$ cat config.mk
export PLATFORM = sky130hd
export DESIGN_NAME = insertion_sorter_flat
export DESIGN_NICKNAME = d
export VERILOG_FILES = /design/src/rtl/isort_pkg.sv /design/src/rtl/isort_req_if.sv /design/src/rtl/isort_rsp_if.sv /design/src/rtl/isort_datapath.sv /design/src/rtl/isort_ctrl.sv /design/src/rtl/insertion_sorter.sv /design/src/flat_wrapper.sv
export SDC_FILE = /design/constraint.sdc
export NUM_CORES = 2
export LEC_CHECK = 0
export ABC_AREA = 1
export BUFFER_PORTS_ARGS = -buffer_cell sky130_fd_sc_hd__clkbuf_2
export CELL_PAD_IN_SITES_DETAIL_PLACEMENT = 1
export CELL_PAD_IN_SITES_GLOBAL_PLACEMENT = 1
export CORE_ASPECT_RATIO = 1.1
export CORE_MARGIN = 5
export CORE_UTILIZATION = 52
export CTS_CLUSTER_DIAMETER = 100
export CTS_CLUSTER_SIZE = 8
export DETAILED_ROUTE_END_ITERATION = 10
export PLACE_DENSITY_LB_ADDON = 0.1
export SYNTH_ARGS = -nofsm -noshare
export SYNTH_HDL_FRONTEND = slang
export SYNTH_SLANG_ARGS = --single-unit
$ cat constraint.sdc
create_clock -name clock -period 6.8 [get_ports clock]
set_input_delay 0.68 -clock clock [delete_from_list [all_inputs] [get_ports clock]]
set_output_delay 0.68 -clock clock [all_outputs]
set_load 0.005 [all_outputs]
$ cat src/rtl/isort_pkg.sv
// Package with the shared types and constants of the insertion sorter.
`timescale 1ns / 1ps

package isort_pkg;

   localparam int KEY_W = 32;

   typedef logic signed [KEY_W-1:0] key_type;

   typedef enum logic [0:0] {
      ST_LOAD,
      ST_EMIT
   } state_type;

   // Commands from the controller to the datapath cells.
   typedef struct packed {
      logic insert;   // insert the request key into the sorted row
      logic shift;    // move every cell down one place toward the head
   } cmd_type;

endpackage

$ cat src/rtl/isort_req_if.sv
// Request channel: key and block end mark with valid/ready handshake.
`timescale 1ns / 1ps

interface isort_req_if;
   logic                valid;
   logic                ready;
   isort_pkg::key_type  key;
   logic                block_end;

   modport source (output valid, output key, output block_end, input ready);
   modport sink   (input valid, input key, input block_end, output ready);
endinterface

$ cat src/rtl/isort_rsp_if.sv
// Response channel: sorted key with run end and overflow marks.
`timescale 1ns / 1ps

interface isort_rsp_if;
   logic                valid;
   logic                ready;
   isort_pkg::key_type  sorted_key;
   logic                run_end;
   logic                overflowed;

   modport source (output valid, output sorted_key, output run_end, output overflowed,
                   input ready);
   modport sink   (input valid, input sorted_key, input run_end, input overflowed,
                   output ready);
endinterface

$ cat src/rtl/isort_datapath.sv
// Row of key cells: parallel compare-and-shift insertion, shift-out toward the head.
`timescale 1ns / 1ps

module isort_datapath #(
   parameter int STORE_DEPTH = 16,
   parameter int CNT_W       = $clog2(STORE_DEPTH + 1)
) (
   input  logic                clock,
   input  isort_pkg::cmd_type  cmd,
   input  logic [CNT_W-1:0]    fill_count,
   input  isort_pkg::key_type  key_in,
   output isort_pkg::key_type  head_key
);

   isort_pkg::key_type cells_ff [STORE_DEPTH];
   isort_pkg::key_type cells_in [STORE_DEPTH];
   logic [STORE_DEPTH-1:0] gt;

   genvar i;
   generate
      for (i = 0; i < STORE_DEPTH; i++) begin : g_cell
         // empty cells count as larger than any key
         assign gt[i] = (CNT_W'(i) >= fill_count) || (key_in < cells_ff[i]);

         always_comb begin
            cells_in[i] = cells_ff[i];
            if (cmd.shift) begin
               if (i < STORE_DEPTH - 1) begin
                  cells_in[i] = cells_ff[(i < STORE_DEPTH - 1) ? i + 1 : i];
               end
            end else if (cmd.insert && gt[i]) begin
               if (i == 0) begin
                  cells_in[i] = key_in;
               end else if (gt[(i > 0) ? i - 1 : 0]) begin
                  cells_in[i] = cells_ff[(i > 0) ? i - 1 : 0];
               end else begin
                  cells_in[i] = key_in;
               end
            end
         end

         always_ff @(posedge clock) begin
            cells_ff[i] <= cells_in[i];
         end
      end
   endgenerate

   assign head_key = cells_ff[0];

endmodule

$ cat src/rtl/isort_ctrl.sv
// Controller: load/emit state machine, fill count and overflow flag.
`timescale 1ns / 1ps

module isort_ctrl #(
   parameter int STORE_DEPTH = 16,
   parameter int CNT_W       = $clog2(STORE_DEPTH + 1)
) (
   input  logic                clock,
   input  logic                reset,
   input  logic                req_valid,
   input  logic                req_block_end,
   output logic                req_ready,
   output logic                rsp_valid,
   input  logic                rsp_ready,
   output logic                rsp_run_end,
   output logic                rsp_overflowed,
   output isort_pkg::cmd_type  cmd,
   output logic [CNT_W-1:0]    fill_count
);

   localparam logic [CNT_W-1:0] FULL = CNT_W'(STORE_DEPTH);
   localparam logic [CNT_W-1:0] ONE  = CNT_W'(1);

   isort_pkg::state_type state_ff, state_in;
   logic [CNT_W-1:0]     fill_ff, fill_in;
   logic                 ovf_ff, ovf_in;
   logic                 req_fire, rsp_fire, full;

   assign full     = (fill_ff == FULL);
   assign req_fire = req_valid && req_ready;
   assign rsp_fire = rsp_valid && rsp_ready;

   // next state
   always_comb begin
      state_in = state_ff;
      unique case (state_ff)
         isort_pkg::ST_LOAD: begin
            if (req_fire && req_block_end) begin
               state_in = isort_pkg::ST_EMIT;
            end
         end
         isort_pkg::ST_EMIT: begin
            if (rsp_fire && fill_ff == ONE) begin
               state_in = isort_pkg::ST_LOAD;
            end
         end
         default: state_in = isort_pkg::ST_LOAD;
      endcase
   end

   // outputs and counters
   always_comb begin
      req_ready      = 1'b0;
      rsp_valid      = 1'b0;
      cmd            = '0;
      fill_in        = fill_ff;
      ovf_in         = ovf_ff;
      unique case (state_ff)
         isort_pkg::ST_LOAD: begin
            req_ready = 1'b1;
            if (req_fire) begin
               if (full) begin
                  ovf_in = 1'b1;
               end else begin
                  cmd.insert = 1'b1;
                  fill_in    = fill_ff + ONE;
               end
            end
         end
         isort_pkg::ST_EMIT: begin
            rsp_valid = 1'b1;
            if (rsp_fire) begin
               cmd.shift = 1'b1;
               fill_in   = fill_ff - ONE;
               if (fill_ff == ONE) begin
                  ovf_in = 1'b0;
               end
            end
         end
         default: begin
            req_ready = 1'b0;
         end
      endcase
   end

   assign rsp_run_end    = (fill_ff == ONE);
   assign rsp_overflowed = ovf_ff;
   assign fill_count     = fill_ff;

   always_ff @(posedge clock) begin
      if (reset) begin
         state_ff <= isort_pkg::ST_LOAD;
         fill_ff  <= '0;
         ovf_ff   <= 1'b0;
      end else begin
         state_ff <= state_in;
         fill_ff  <= fill_in;
         ovf_ff   <= ovf_in;
      end
   end

endmodule

$ cat src/rtl/insertion_sorter.sv
// Timing: an accepted request is inserted into the sorted row; the sorted block starts the
// cycle after the request marked block end, one response per cycle while rsp.ready is high.
// Throughput: one request per cycle while loading; no requests are taken while the
// block of N stored keys drains, set by the single shift-out row.
// Reset (synchronous, active high) empties the store and clears the overflow flag.
// Top level of the insertion sorter.
`timescale 1ns / 1ps

module insertion_sorter #(
   parameter int STORE_DEPTH = 16
) (
   input  logic        clock,
   input  logic        reset,
   isort_req_if.sink   req,
   isort_rsp_if.source rsp
);

   localparam int CNT_W = $clog2(STORE_DEPTH + 1);

   isort_pkg::cmd_type cmd;
   logic [CNT_W-1:0]   fill_count;

   isort_ctrl #(
      .STORE_DEPTH (STORE_DEPTH),
      .CNT_W       (CNT_W)
   ) u_ctrl (
      .clock          (clock),
      .reset          (reset),
      .req_valid      (req.valid),
      .req_block_end  (req.block_end),
      .req_ready      (req.ready),
      .rsp_valid      (rsp.valid),
      .rsp_ready      (rsp.ready),
      .rsp_run_end    (rsp.run_end),
      .rsp_overflowed (rsp.overflowed),
      .cmd            (cmd),
      .fill_count     (fill_count)
   );

   isort_datapath #(
      .STORE_DEPTH (STORE_DEPTH),
      .CNT_W       (CNT_W)
   ) u_datapath (
      .clock      (clock),
      .cmd        (cmd),
      .fill_count (fill_count),
      .key_in     (req.key),
      .head_key   (rsp.sorted_key)
   );

endmodule
$ cat src/flat_wrapper.sv
// flat-port wrapper written by rule: the top's interface ports become plain ports
module insertion_sorter_flat 
#(
   parameter int STORE_DEPTH = 16
)
  (clock, reset, req_valid, req_key, req_block_end, req_ready, rsp_valid, rsp_sorted_key, rsp_run_end, rsp_overflowed, rsp_ready);
  isort_req_if req_i ();
  isort_rsp_if rsp_i ();
  input  logic clock;
  input  logic reset;
  input wire logic [$bits(req_i.valid)-1:0] req_valid;
  input wire logic [$bits(req_i.key)-1:0] req_key;
  input wire logic [$bits(req_i.block_end)-1:0] req_block_end;
  output wire logic [$bits(req_i.ready)-1:0] req_ready;
  output wire logic [$bits(rsp_i.valid)-1:0] rsp_valid;
  output wire logic [$bits(rsp_i.sorted_key)-1:0] rsp_sorted_key;
  output wire logic [$bits(rsp_i.run_end)-1:0] rsp_run_end;
  output wire logic [$bits(rsp_i.overflowed)-1:0] rsp_overflowed;
  input wire logic [$bits(rsp_i.ready)-1:0] rsp_ready;
  assign req_i.valid = req_valid;
  assign req_i.key = req_key;
  assign req_i.block_end = req_block_end;
  assign req_ready = req_i.ready;
  assign rsp_valid = rsp_i.valid;
  assign rsp_sorted_key = rsp_i.sorted_key;
  assign rsp_run_end = rsp_i.run_end;
  assign rsp_overflowed = rsp_i.overflowed;
  assign rsp_i.ready = rsp_ready;
  insertion_sorter #(.STORE_DEPTH(STORE_DEPTH)) u_core (.clock(clock), .reset(reset), .req(req_i), .rsp(rsp_i));
endmodule
==> parameters.txt <==
Parameter                              Value

Outcome
  Run status ... completed

Critical path
  Type of the worst setup path ... primary input to flop
  Sort of element at the end of the critical path ... flop
  Critical path startpoint category ... primary input
  Critical path data required time ... 7.08 ns
  Start point of the critical path ... req_key[5]
  Chain of cells forming the critical path ... clkbuf_2 > ha_1 > a21oi_1 > nor2_1 > a211oi_1 > o21ai_1 > nand2_1 > nand2_1 > nand2_1 > nand3_2 > nand3_2 > buf_4 > nand2_1 > nand2_1 > buf_4
  Data arrival time of the critical path ... about 4.6 ns
  Most Frequent Cell on Critical Path ... nand2_1
  Worst path slowest cell ... nand3_2
  CP peak stage delay ... 0.66 ns
  RR Startpoint ... u_core.u_datapath.cells_ff[1][197]
  Critical path buffers and inverters ... 3
  Max Fanout on Critical Path ... 33
  Largest delay contributor family on the critical path ... simple AND/OR/NAND/NOR gates

Die
  Starting Density ... 52.27%
  Number of cell rows ... ~110
  Chip width ... about 280 um
  IO Pins ... 73
  Die height ... roughly 310 um
  Core Box Area ... 80060 um^2
  Area of the die ... approximately 86000 um^2

Timing
  Ratio of final minimum period to clock period ... about 63%
  Final TNS setup ... 0 ns
  Max-Slew Margin vs Limit ... about a quarter
  Total count of hold-check failures in the final report ... 0
  Number of pins exceeding their max-slew limit in the final report ... 0
  Max Clock Skew ... approximately 0.018 ns
  Least-Margin Pin Slew ... 1.141 ns
  Post-layout minimum cycle time ... about 4.3 ns
  Setup Viol. Count Final ... 0
  Hold slack ... 0.2530 ns
  Fmax ... 233.1 MHz
  Worst path setup slack after routing ... between 2 and 3 ns
  Unrepaired setup endpoints after global routing ... false

Yosys
  Total of warnings raised by yosys ... 0
  Count of flip-flops with a built-in enable after synthesis ... between 500 and 600
  Ranking of synthesized cells by instance count ... nand2_1 (1917), inv_1 (681), nand3_1 (654)
  Yosys top cell area share ... a little under two fifths
  Register bit count reported by yosys ... 519
  Number of cells produced by synthesis ... about 5.6k
  Cell type with the largest total area after synthesis ... edfxtp_1
  Cell Area, Synth ... 41850 um^2
  Synthesized netlist net count ... about 6k
  Most frequently used flop master after synthesis ... edfxtp_1
  Most area-consuming cells after synthesis ... edfxtp_1 (37%), nand2_1 (17%), ha_1 (15%), nand3_1 (7.8%), inv_1 (6.1%)
  Mean Syn Cell Area ... around 7.5 um^2
  Unique masters post-synth ... 40
  Sequential-to-total area share from yosys stat ... a little under two fifths
  Most common cell in the netlist ... nand2_1
  Proportion of synthesized flip-flops having asynchronous set or reset ... 0%

Worst hold path
  Start point of the worst hold path ... reset
  Type of the worst min-delay path ... primary input to flop

Layout
  Utilization after layout ... between 50 and 60%
  Layout area overhead ... 6.090%
  Filler Cell Count ... 10.12k
  Share of post-route cells with drive strength above 1 ... about 5.0%
  Diodes inserted ... 0
  Total number of nets in the final design ... between 5k and 6k

Clock network
  TritonCTS clock tree ... built
  Clock transition at the registers of the reported paths ... ~0.050 ns
  Number of cells upsized or downsized after cts ... 0
  Post-CTS setup repair buffer count ... 0
  Clock root cell ... clkbuf_16
  Post-cts hold buffer count ... 0
  Number of CTS-inserted buffers ... 74
  Max Buffers Root-to-Sink ... 3
  CTS sink cnt ... ~520
  Clk_lat worst skew ... between 0.6 and 0.7 ns
  H-tree lvl count ... 3

Detailed routing
  Vias after detailed routing ... around 38k
  Number of DRC violations after detailed routing ... 0
  Pre-antenna DRT Iters ... 5
  Iter 0 DRT Violations ... roughly 2.3k
  Wirelength, routed ... about 130000 um
  ANT nets after route ... 0
  Average routed wire per standard cell ... between 20 and 25 um
  Routed via count divided by cell count ... roughly 5.8

Global routing
  Largest net degree at the start of global routing ... around 140
  Vias in the first global route ... between 40k and 50k
  Grt total ovfl ... 0
  Antenna violations before repair ... 0
  GRT Total Usage ... 29.86%
  Wire length of the first global-routing pass ... 211800 um

Power
  P_leak ... about 22 nW
  Peak VDD IR ... 192.5 uV
  Power density over the cells ... between 200 and 300 nW/um^2
  Total power ... ~0.013 W

Place
  Count of buffers inserted at the top-level ports ... 72
  Half-perimeter wire length of the detailed placement result ... between 90000 and 100000 um
  Post-Place Worst Slack ... between 1.5 and 2 ns
  Final weighted congestion of routability-driven global placement ... 0.8615

Flow run
  Maxcap violations ... 0
## worst paths after layout
check	depth (start not counted)	slack, ns	end
min	2	0.25	u_core.u_ctrl.state_ff
max	15	2.51	u_core.u_datapath.cells_ff[1][195]
max reg2reg	15	2.74	u_core.u_datapath.cells_ff[1][195]
min reg2reg	2	0.50	u_core.u_ctrl.rsp_overflowed
## metal layers
metal	vias to the layer above	wire, um	track usage, %
met1	18450	56740	37.22
li1	18360	-	-
met4	0	3024	8.405
met5	-	0	0
met3	202	5563	3.298
met2	808	66030	54.77
## cell usage in the layout (no fill, tap or decap), types with 4 or more instances in the layout
cell | netlist | layout
clkbuf_1 | 166 | 13
clkbuf_2 | 0 | 72
edfxtp_1 | 512 | 512
nand2_2 | 17 | 17
nand2_1 | 1917 | 1916
a31oi_4 | 0 | 5
inv_1 | 681 | 681
nor3_1 | 33 | 33
nand4_1 | 350 | 350
o211ai_1 | 5 | 5
o21ai_2 | 0 | 4
a21oi_1 | 245 | 245
buf_4 | 65 | 60
o21ai_0 | 110 | 110
clkbuf_16 | 0 | 79
inv_2 | 6 | 5
nor2_1 | 120 | 119
dfxtp_1 | 7 | 7
nand3_1 | 654 | 654
ha_1 | 501 | 501
o21a_1 | 6 | 6
nand3b_1 | 7 | 7
nand3_2 | 20 | 20
## report_power, final
group	internal, W	switching [W]
registers	0.00440	0.000328
clock network	0.00205	0.00145
logic	0.00131	0.00300
total	0.00776	0.00478
## cells by family (layout without fill, tap and decap cells)
family          Yosys count  after routing  synth area share, %
fa+ha+maj               501            501                14.98
simple gates           3127           3127                32.74
buf+inv                1028            913                10.36
xor+xnor                  1              1              0.02093
compound gates          386            386                4.805
mux                       1              1              0.02392
flops                   519            519                37.07
## final cells by class
cell class,count,area [um^2],share of cell area [%]
clock buffer,92,2026,4.563
clock inverter,1,8.758,0.01973
inverter,687,2586,5.825
multi-input combinational,4016,22110,49.81
sequential,519,15510,34.95
tap,1054,1319,2.970
timing repair buffer,133,830.8,1.871
## per-stage QoR
step                instance area [um^2]  instances
floorplan                          41850       5563
global placement                   42360       6409
detailed placement                 42360       6409
CTS                                44400       6502
global route                       44400       6502
finish                             44400       6502
## registers in the layout, indices dropped and copies added, names as in the netlist
signal                        count
u_core.u_ctrl.rsp_overflowed      1
u_core.u_datapath.cells_ff      512
u_core.u_ctrl.state_ff            1
u_core.u_ctrl.fill_count          5
Power figures use the tool's default switching activity.
